### config.mk
export PLATFORM = sky130hd
export DESIGN_NAME = spq_ctrl
export DESIGN_NICKNAME = d
export VERILOG_FILES = /design/src/rtl/spq_pkg.sv /design/src/rtl/spq_ctrl.sv
export SDC_FILE = /design/constraint.sdc
export NUM_CORES = 1
export LEC_CHECK = 0
export ABC_AREA = 1
export BUFFER_PORTS_ARGS = -buffer_cell sky130_fd_sc_hd__buf_2
export CORE_MARGIN = 3
export CORE_UTILIZATION = 30
export DETAILED_ROUTE_END_ITERATION = 10
export PLACE_DENSITY = 0.68
export SLEW_MARGIN = 15
export SYNTH_ARGS = -nofsm -noshare
export SYNTH_HDL_FRONTEND = slang
export SYNTH_SLANG_ARGS = --single-unit
export TNS_END_PERCENT = 20
### constraint.sdc
create_clock -name clk_i -period 3 [get_ports clk_i]
set_clock_uncertainty 0.05 [all_clocks]
set_input_delay 0.3 -clock clk_i [delete_from_list [all_inputs] [get_ports clk_i]]
set_output_delay 0.3 -clock clk_i [all_outputs]
set_load 0.03 [all_outputs]
### src/rtl/spq_pkg.sv
// Shared types, constants and the ordering function of the stable priority queue.
package spq_pkg;

  localparam int unsigned CAPACITY_DEF = 256;

  typedef enum logic [1:0] {
    ST_INSERTED = 2'd0,
    ST_SERVED   = 2'd1,
    ST_EMPTY    = 2'd2,
    ST_FULL     = 2'd3
  } status_e;

  typedef struct packed {
    logic [15:0] sev;
    logic [15:0] id;
    logic [31:0] stamp;
  } entry_t;

  typedef enum logic [2:0] {
    RD_ROOT,
    RD_PARENT,
    RD_LAST,
    RD_LEFT,
    RD_RIGHT
  } rd_sel_e;

  typedef enum logic [1:0] {
    WS_ITEM,
    WS_RDATA,
    WS_BEST
  } wr_src_e;

  typedef enum logic [2:0] {
    PS_HOLD,
    PS_OCC,
    PS_ZERO,
    PS_PARENT,
    PS_LEFT,
    PS_RIGHT,
    PS_BEST
  } pos_sel_e;

  typedef enum logic [2:0] {
    S_IDLE,
    S_UP_CHK,
    S_UP_CMP,
    S_DN_TOP,
    S_DN_LAST,
    S_DN_CHK,
    S_DN_L,
    S_DN_R
  } state_e;

  typedef struct packed {
    logic     load_ins;
    logic     load_last;
    logic     cap_top;
    logic     take_left;
    logic     occ_dec;
    logic     rd_en;
    rd_sel_e  rd_sel;
    logic     wr_en;
    wr_src_e  wr_src;
    pos_sel_e pos_sel;
    logic     finish;
    status_e  status;
  } cmd_t;

  typedef struct packed {
    logic occ_zero;
    logic occ_full;
    logic pos_zero;
    logic l_in;
    logic r_in;
    logic up_win;
    logic l_win;
    logic r_win;
    logic best_child;
  } stat_t;

  // True when entry x must be served before entry y.
  function automatic logic goes_first(entry_t x, entry_t y);
    logic res;
    if (x.sev != y.sev) begin
      res = x.sev > y.sev;
    end else begin
      res = x.stamp < y.stamp;
    end
    return res;
  endfunction

endpackage

### src/rtl/spq_ctrl.sv
// Controller state machine that sequences heap inserts and serves.
module spq_ctrl
  import spq_pkg::*;
(
  input  logic  clk_i,
  input  logic  rst_ni,
  input  logic  start,
  input  logic  mode_i,
  input  stat_t stat_i,
  output cmd_t  cmd_o,
  output logic  busy
);

  state_e state_q, state_d;

  always_ff @(posedge clk_i or negedge rst_ni) begin
    if (!rst_ni) begin
      state_q <= S_IDLE;
    end else begin
      state_q <= state_d;
    end
  end

  always_comb begin
    state_d = state_q;
    cmd_o   = '0;
    busy    = (state_q != S_IDLE);
    case (state_q)
      S_IDLE: begin
        if (start) begin
          if (!mode_i) begin
            if (stat_i.occ_full) begin
              cmd_o.finish = 1'b1;
              cmd_o.status = ST_FULL;
            end else begin
              cmd_o.load_ins = 1'b1;
              cmd_o.pos_sel  = PS_OCC;
              state_d        = S_UP_CHK;
            end
          end else begin
            if (stat_i.occ_zero) begin
              cmd_o.finish = 1'b1;
              cmd_o.status = ST_EMPTY;
            end else begin
              cmd_o.rd_en   = 1'b1;
              cmd_o.rd_sel  = RD_ROOT;
              cmd_o.occ_dec = 1'b1;
              state_d       = S_DN_TOP;
            end
          end
        end
      end
      S_UP_CHK: begin
        if (stat_i.pos_zero) begin
          cmd_o.wr_en  = 1'b1;
          cmd_o.wr_src = WS_ITEM;
          cmd_o.finish = 1'b1;
          cmd_o.status = ST_INSERTED;
          state_d      = S_IDLE;
        end else begin
          cmd_o.rd_en  = 1'b1;
          cmd_o.rd_sel = RD_PARENT;
          state_d      = S_UP_CMP;
        end
      end
      S_UP_CMP: begin
        cmd_o.wr_en = 1'b1;
        if (stat_i.up_win) begin
          cmd_o.wr_src  = WS_RDATA;
          cmd_o.pos_sel = PS_PARENT;
          state_d       = S_UP_CHK;
        end else begin
          cmd_o.wr_src = WS_ITEM;
          cmd_o.finish = 1'b1;
          cmd_o.status = ST_INSERTED;
          state_d      = S_IDLE;
        end
      end
      S_DN_TOP: begin
        cmd_o.cap_top = 1'b1;
        cmd_o.rd_en   = 1'b1;
        cmd_o.rd_sel  = RD_LAST;
        state_d       = S_DN_LAST;
      end
      S_DN_LAST: begin
        cmd_o.load_last = 1'b1;
        cmd_o.pos_sel   = PS_ZERO;
        if (stat_i.occ_zero) begin
          cmd_o.finish = 1'b1;
          cmd_o.status = ST_SERVED;
          state_d      = S_IDLE;
        end else begin
          state_d = S_DN_CHK;
        end
      end
      S_DN_CHK: begin
        if (!stat_i.l_in) begin
          cmd_o.wr_en  = 1'b1;
          cmd_o.wr_src = WS_ITEM;
          cmd_o.finish = 1'b1;
          cmd_o.status = ST_SERVED;
          state_d      = S_IDLE;
        end else begin
          cmd_o.rd_en  = 1'b1;
          cmd_o.rd_sel = RD_LEFT;
          state_d      = S_DN_L;
        end
      end
      S_DN_L: begin
        if (stat_i.r_in) begin
          cmd_o.take_left = 1'b1;
          cmd_o.rd_en     = 1'b1;
          cmd_o.rd_sel    = RD_RIGHT;
          state_d         = S_DN_R;
        end else if (stat_i.l_win) begin
          cmd_o.wr_en   = 1'b1;
          cmd_o.wr_src  = WS_RDATA;
          cmd_o.pos_sel = PS_LEFT;
          state_d       = S_DN_CHK;
        end else begin
          cmd_o.wr_en  = 1'b1;
          cmd_o.wr_src = WS_ITEM;
          cmd_o.finish = 1'b1;
          cmd_o.status = ST_SERVED;
          state_d      = S_IDLE;
        end
      end
      S_DN_R: begin
        cmd_o.wr_en = 1'b1;
        if (stat_i.r_win) begin
          cmd_o.wr_src  = WS_RDATA;
          cmd_o.pos_sel = PS_RIGHT;
          state_d       = S_DN_CHK;
        end else if (stat_i.best_child) begin
          cmd_o.wr_src  = WS_BEST;
          cmd_o.pos_sel = PS_BEST;
          state_d       = S_DN_CHK;
        end else begin
          cmd_o.wr_src = WS_BEST;
          cmd_o.finish = 1'b1;
          cmd_o.status = ST_SERVED;
          state_d      = S_IDLE;
        end
      end
      default: begin
        state_d = S_IDLE;
      end
    endcase
  end

endmodule

# == After elaboration in Yosys (flattened, before gate mapping) ==
# Index checks and enable logic that the tools add are counted.
# word_totals
out_inout_bits,19
ff_bits,3
word_cells,67
# op_classes
eq_ne,10
reduce_logical,3
muxes,53
# op_table
cell,count
$mux W3,24
$pmux W3 S5,2
$pmux W3 S8,1
$pmux W3 S7,1
$mux W5,4
$pmux W4 S5,1
$mux W1,13
$eq A3 B3 Y1 const B,4
$mux W4,3
$mux W9,1
$eq A3 B2 Y1 const B,2
$mux W6,1
$ne A3 B3 Y1 const B,2
$mux W2,2
$eq A3 B1 Y1 const B,1
$logic_not A3 Y1,1
$reduce_and A3 Y1,1
$reduce_bool A3 Y1,1
$ne A2 B2 Y1 const B,1

# == Depth between registers and ports, before layout ==
# Gate-level depths: netlist of the first run.
# logic_depth
ltp_word,4
ltp_mapped,7

# == Least setup slack after synthesis of the first run ==
# No wires, ideal clock.
# synth_path
kind,reg-to-output
start,register state_q[1]
end,output port cmd_o[12] in the netlist's numbering
required_time_ns,2.650
path_slack_ns,1.107
t_arrival_ns,1.543
stages_incl_launch_ff,6
path_cell_list,dfrtp_1 > nor2_2 > nand3_2 > nor2_1 > nor2_1 > nand2_1
# synth_rtl
item,line,text
start: declaration,spq_ctrl.sv:14,"state_e state_q, state_d;"
start signal: assignment,spq_ctrl.sv:20,state_q <= state_d;
end: declaration,spq_ctrl.sv:10,"output cmd_t cmd_o,"

==> results of run 1 <==
==> through the flow <==
| stage | cell area, um2 | std cells | setup WS [ns] | hold slack, ns | utilization |
|---|---|---|---|---|---|
| after floorplan | 474.2 | 85 | 1.107 | -0.04559 | - |
| after global placement | 648.1 | 131 | 1.371 | 0.04645 | 0.4688 |
| after detailed placement | 648.1 | 131 | 1.357 | 0.04709 | 0.4688 |
| after CTS | 684.4 | 136 | 1.109 | 0.3332 | 0.4950 |
| after global routing | 684.4 | 136 | 0.9094 | 0.3468 | 0.4950 |
| final | 684.4 | 136 | 1.115 | 0.3449 | 0.4950 |
==> worst min path at each step <==
| stage | startpoint | end | slack, ns | cells past startpoint |
|---|---|---|---|---|
| 6_report | rst_ni | state_q[0]$_DFFE_PN0P_ | 0.34 | 2 |
| 5_1_grt | rst_ni | state_q[1]$_DFFE_PN0P_ | 0.35 | 2 |
| 4_1_cts | rst_ni | state_q[1]$_DFFE_PN0P_ | 0.33 | 2 |
| 3_5_place_dp | rst_ni | state_q[1]$_DFFE_PN0P_ | 0.05 | 1 |
| 3_3_place_gp | rst_ni | state_q[0]$_DFFE_PN0P_ | 0.05 | 1 |
| 2_1_floorplan | rst_ni | state_q[0]$_DFFE_PN0P_ | -0.05 | 0 |
==> metal layers <==
metal,part of all wire,track usage,vias up
met4,0,0.06818,0
met1,0.46,0.1848,271
met5,0,0,-
met2,0.47,0.2396,19
met3,0.075,0.02372,0
li1,-,-,338
==> cell families (layout without fill, tap and decap cells) <==
group                  after synthesis  count (layout)  synth area share
DFF                                  3               3            0.1583
AOI/OAI and AO/OA                    4               4           0.05540
buffers and inverters               19              55            0.1504
and+or+nand+nor                     59              59            0.6359
==> power groups by stage <==
| stage | Sequential, uW | Clock (uW) | Combinational (uW) |
|---|---|---|---|
| after CTS | 96.9 | 74.5 | 487 |
| after global placement | 95.2 | 0 | 485 |
| after floorplan | 89.6 | 0 | 367 |
| after global routing | 100 | 77.4 | 530 |
| after detailed placement | 97.5 | 0 | 486 |
| final | 97.1 | 69.7 | 481 |
==> critical path, stage by stage (launching register included) <==
cell and delay, ns:
dfrtp_1 0.47, nor2_2 0.22, nand3_2 0.15, nor2_1 0.16
nor2_1 0.06, nand2_1 0.06, buf_2 0.19
==> area by class of cell <==
type	instances	area [um2]
clock buffers	4	26.28
fillers	155	698.2
inverters	19	71.32
multi-input cells	63	327.8
flip-flops and latches	3	75.07
well taps	15	18.77
repair buffers	32	165.2
==> synth_stat cells <==
| cell type | n |
|---|---|
| nor2_1 | 10 |
| o21ai_1 | 1 |
| nand4_1 | 4 |
| nand2_4 | 1 |
| nand2_1 | 21 |
| nor3_1 | 1 |
| dfrtp_1 | 3 |
| nor2_2 | 5 |
| nor2_4 | 1 |
| o21ai_2 | 1 |
| or2_2 | 1 |
| nand3_2 | 3 |
| nand3_1 | 8 |
| o21ai_0 | 1 |
| inv_1 | 16 |
| and2_1 | 1 |
| nand2_2 | 2 |
| or2_1 | 1 |
| inv_2 | 3 |
| o211ai_1 | 1 |
==> timing repair <==
action                                 CTS  global route
gates resized for setup                  0             0
setup buffers                            0             0
endpoints found under the hold margin    3             0
hold buffers                             1             0
==> flow_metrics.py, run 1 <==
metrics = {
    "global_routing": {
        "grt_pass1_wl_um": 2235,
        "grt_pass1_vias": 572,
        "grt_start_max_net_pins": 8,
        "grt_remaining_overflow": 0,
        "antenna_found_initial": 0,
        "grt.total_usage": 0.1462,
    },
    "placed_design": {
        "port_buffers": 31,
        "gp_congestion": 0.8762,
        "dp_hpwl_um": 1158,
    },
    "sta": {
        "slew_violations": 0,
        "min_period_ns": 1.885,
        "finalSetupTns_ns": 0,
        "rsz0062_at_grt": "no",
        "hold_viol_final": 0,
        "setup_violations": 0,
        "clock.fmax_ghz": 0.5305,
        "fin_crit_sh": 0.6283,
        "slew_headroom": 0.7995,
        "tightestPinTransition_ns": 0.3007,
    },
    "route": {
        "vias": 628,
        "viasPerCell": 4.618,
        "drc": 0,
        "antenna_left": 0,
        "drt_wl_total_um": 1339,
        "detail_route.wl_per_cell_um": 9.846,
        "first_pass_iters": 4,
        "drtIter0Drc": 11,
    },
    "clocking": {
        "path_clk_slew_ns": 0.04,
        "cts_buffers": 3,
        "numClockSinks": 3,
        "clock_path_buffers": 2,
        "cts_root_buf": "clkbuf_4",
        "htree_levels": 1,
        "clk_latency_ns": 0.23,
        "cts_tree": "done",
    },
    "logic_synthesis": {
        "netlist_instances": 85,
        "synth_area_um2": 474.2,
        "synth_nets": 98,
        "ys_seq_area_frac": 0.1583,
        "synth_area_per_cell_um2": 5.579,
        "synth_top_cell_by_area": "nand2_1",
        "synth-seq-cells": 3,
        "synth_area_leaders": "nand2_1 17%, dfrtp_1 16%, inv_1 13%, nand3_1 8.4%, nor2_1 7.9%",
        "synth_warnings": 0,
        "yosysUniqueCellTypes": 20,
        "synth_top_area_frac": 0.1662,
    },
    "cells_and_area": {
        "area_growth_pct": 44.33,
        "antenna_cells": 0,
        "regMostFlops": "state_q",
        "top_regs": "state_q (3)",
        "final_nets": 135,
        "final_common_cell": "buf_2",
        "drive_gt1_frac": 0.4215,
        "largest_reg_flops": 3,
        "layout_common_cells": "31 x buf_2, 21 x nand2_1, 16 x inv_1",
    },
    "power": {
        "peakVddDrop_mv": 0.5096,
        "power_frac_clock": 0.108,
        "swShare": 0.6190,
        "p_comb_frac": 0.743,
        "fin_total_pwr_uw": 648.2,
        "switchingPower_uw": 401.3,
        "p_leak_uw": 0.0004973,
        "power_density_nw_per_um2": 947.1,
        "seq_power_share": 0.150,
        "p_int_uw": 246.9,
    },
    "setup_path": {
        "start_kind": "flip-flop",
        "regToRegSetupSlack_ns": 1.79,
        "worstPathArrival_ns": 1.53,
        "reg2reg_from": "state_q[0]$_DFFE_PN0P_",
        "crit_fanout": 7,
        "r2r-end": "state_q[2]$_DFFE_PN0P_",
        "startpoint": "state_q[1]$_DFFE_PN0P_",
        "crit_type": "flip-flop to output pin",
        "endpoint": "cmd_o[12]",
        "crit_path_end_kind": "output pin",
        "worstPathRequired_ns": 2.65,
        "reg2regPathDepth": 5,
    },
    "floorplanning": {
        "dieArea_um2": 2094,
        "coreArea_um2": 1383,
        "pin_count": 32,
        "rows": 13,
        "start_util": 0.3430,
        "dieHeight_um": 45.76,
        "dieWidth_um": 45.76,
    },
    "worst_hold_path": {
        "hold_class": "input pin to async pin",
    },
    "run_status": {
        "outcome": "complete, no violations",
    },
    "flow_run": {
        "drv_cap": 0,
    },
}
No activity file was read; power rests on OpenSTA's default activity.
==> run 2, diff against run 1 <==
clock period = 1.9 ns   (was 3 ns; I/O delays follow)
==> flow_metrics.py, run 2 (synthesis gave the netlist of run 1 again) <==
metrics = {
    "run_status": {
        "outcome": "complete, no violations",
    },
    "floorplanning": {
        "pin_count": 32,
        "start_util": 0.3430,
        "dieWidth_um": 45.76,
        "dieArea_um2": 2094,
        "dieHeight_um": 45.76,
        "rows": 13,
        "coreArea_um2": 1383,
    },
    "global_routing": {
        "grt.total_usage": 0.1446,
        "antenna_found_initial": 0,
        "grt_start_max_net_pins": 8,
        "grt_remaining_overflow": 0,
        "grt_pass1_vias": 557,
        "grt_pass1_wl_um": 2180,
    },
    "cells_and_area": {
        "final_common_cell": "buf_2",
        "regMostFlops": "state_q",
        "utilization": 0.4986,
        "drive_gt1_frac": 0.4215,
        "antenna_cells": 0,
        "fin_cells": 136,
        "largest_reg_flops": 3,
        "final_area_um2": 689.4,
        "top_regs": "state_q (3)",
        "area_growth_pct": 45.38,
        "final_nets": 135,
        "layout_common_cells": "31 x buf_2, 21 x nand2_1, 16 x inv_1",
    },
    "placed_design": {
        "port_buffers": 31,
        "gp_congestion": 0.8760,
        "dp_hpwl_um": 1146,
        "placed_area_um2": 648.1,
        "placed_cells": 131,
    },
    "power": {
        "p_leak_uw": 0.0004987,
        "power_density_nw_per_um2": 1503,
        "fin_total_pwr_uw": 1036,
        "peakVddDrop_mv": 0.8257,
    },
    "setup_path": {
        "critPathSlowestCell": "dfrtp_1",
        "worstPathArrival_ns": 1.50,
        "worstPathRequired_ns": 1.66,
        "start_kind": "flip-flop",
        "crit_type": "flip-flop to output pin",
        "cp_num_buf_inv": 2,
        "crit_family": "flip-flops",
        "crit_path_max_incr_delay_ns": 0.50,
        "crit_chain": "inv_2 > nor2_2 > nand3_1 > o21ai_1 > nor2_1 > nand2_1 > buf_2",
        "crit_path_end_kind": "output pin",
        "crit_fanout": 6,
    },
    "route": {
        "viasPerCell": 4.581,
        "detail_route.wl_per_cell_um": 9.912,
        "first_pass_iters": 4,
        "drtIter0Drc": 4,
        "drc": 0,
        "drt_wl_total_um": 1348,
        "antenna_left": 0,
        "vias": 623,
    },
    "clocking": {
        "clk_latency_ns": 0.23,
        "cts_tree": "done",
        "cts_root_buf": "clkbuf_4",
        "numClockSinks": 3,
        "htree_levels": 1,
        "path_clk_slew_ns": 0.04,
        "cts_buffers": 3,
        "clock_path_buffers": 2,
    },
    "sta": {
        "clock.fmax_ghz": 0.5738,
        "min_period_ns": 1.743,
        "fin_crit_sh": 0.9172,
        "tightestPinTransition_ns": 0.3271,
        "hold_viol_final": 0,
        "finalSetupTns_ns": 0,
        "slew_violations": 0,
        "slew_headroom": 0.7820,
        "setup_violations": 0,
        "rsz0062_at_grt": "no",
    },
    "worst_hold_path": {
        "hold_class": "input pin to async pin",
    },
    "flow_run": {
        "drv_cap": 0,
    },
}
run 2: cell counts in the layout (fill, tap and decap cells not counted):
Identical to the previous run, type by type.
run 2: final timing paths:
check | slack [ns] | end | startpoint | cells after the start
setup / recovery | 0.16 | cmd_o[0] | state_q[0]$_DFFE_PN0P_ | 7
hold / removal | 0.23 | state_q[0]$_DFFE_PN0P_ | rst_ni | 2
setup reg to reg | 0.66 | state_q[2]$_DFFE_PN0P_ | state_q[0]$_DFFE_PN0P_ | 5
hold reg to reg | 0.79 | state_q[2]$_DFFE_PN0P_ | state_q[2]$_DFFE_PN0P_ | 3
max in group asynchronous | 1.46 | state_q[1]$_DFFE_PN0P_ | rst_ni | 2
min in group clk_i | 0.29 | state_q[1]$_DFFE_PN0P_ | start | 5
run 2: through the flow:
step	hold slack (ns)	setup slack, ns
2_1_floorplan	-0.1556	0.1168
3_3_place_gp	-0.06354	0.3795
6_report	0.2345	0.1573
5_1_grt	0.2370	0.01624
4_1_cts	0.2232	0.1123
3_5_place_dp	-0.06291	0.3716
run 2: what timing repair did:
item                                    CTS  global route
endpoints found under the setup margin    0             3
hold endpoints to repair                  3             0
hold buffers                              1             0
setup buffers                             0             0
gates resized for setup                   0             1
run 2: area by class of cell:
class / instances / area [um2]
Clock buffer: 4 / 26.28
Fill cell: 154 / 693.2
Inverter: 19 / 71.32
Multi-Input combinational cell: 63 / 332.8
Sequential cell: 3 / 75.07
Tap cell: 15 / 18.77
Timing Repair Buffer: 32 / 165.2
run 2: report_power, final:
group / switching [uW] / internal (uW) / total, uW
sequential: 66.1 / 91.6 / 158
combinational: 543 / 225 / 768
clock: 31.8 / 78.6 / 110
run 2: layer usage:
metal	track usage	up-vias	part of all wire
met4	0.06818	0	0
met1	0.1848	259	0.45
li1	-	339	-
met2	0.2340	25	0.47
met3	0.02372	0	0.079
met5	0	-	0
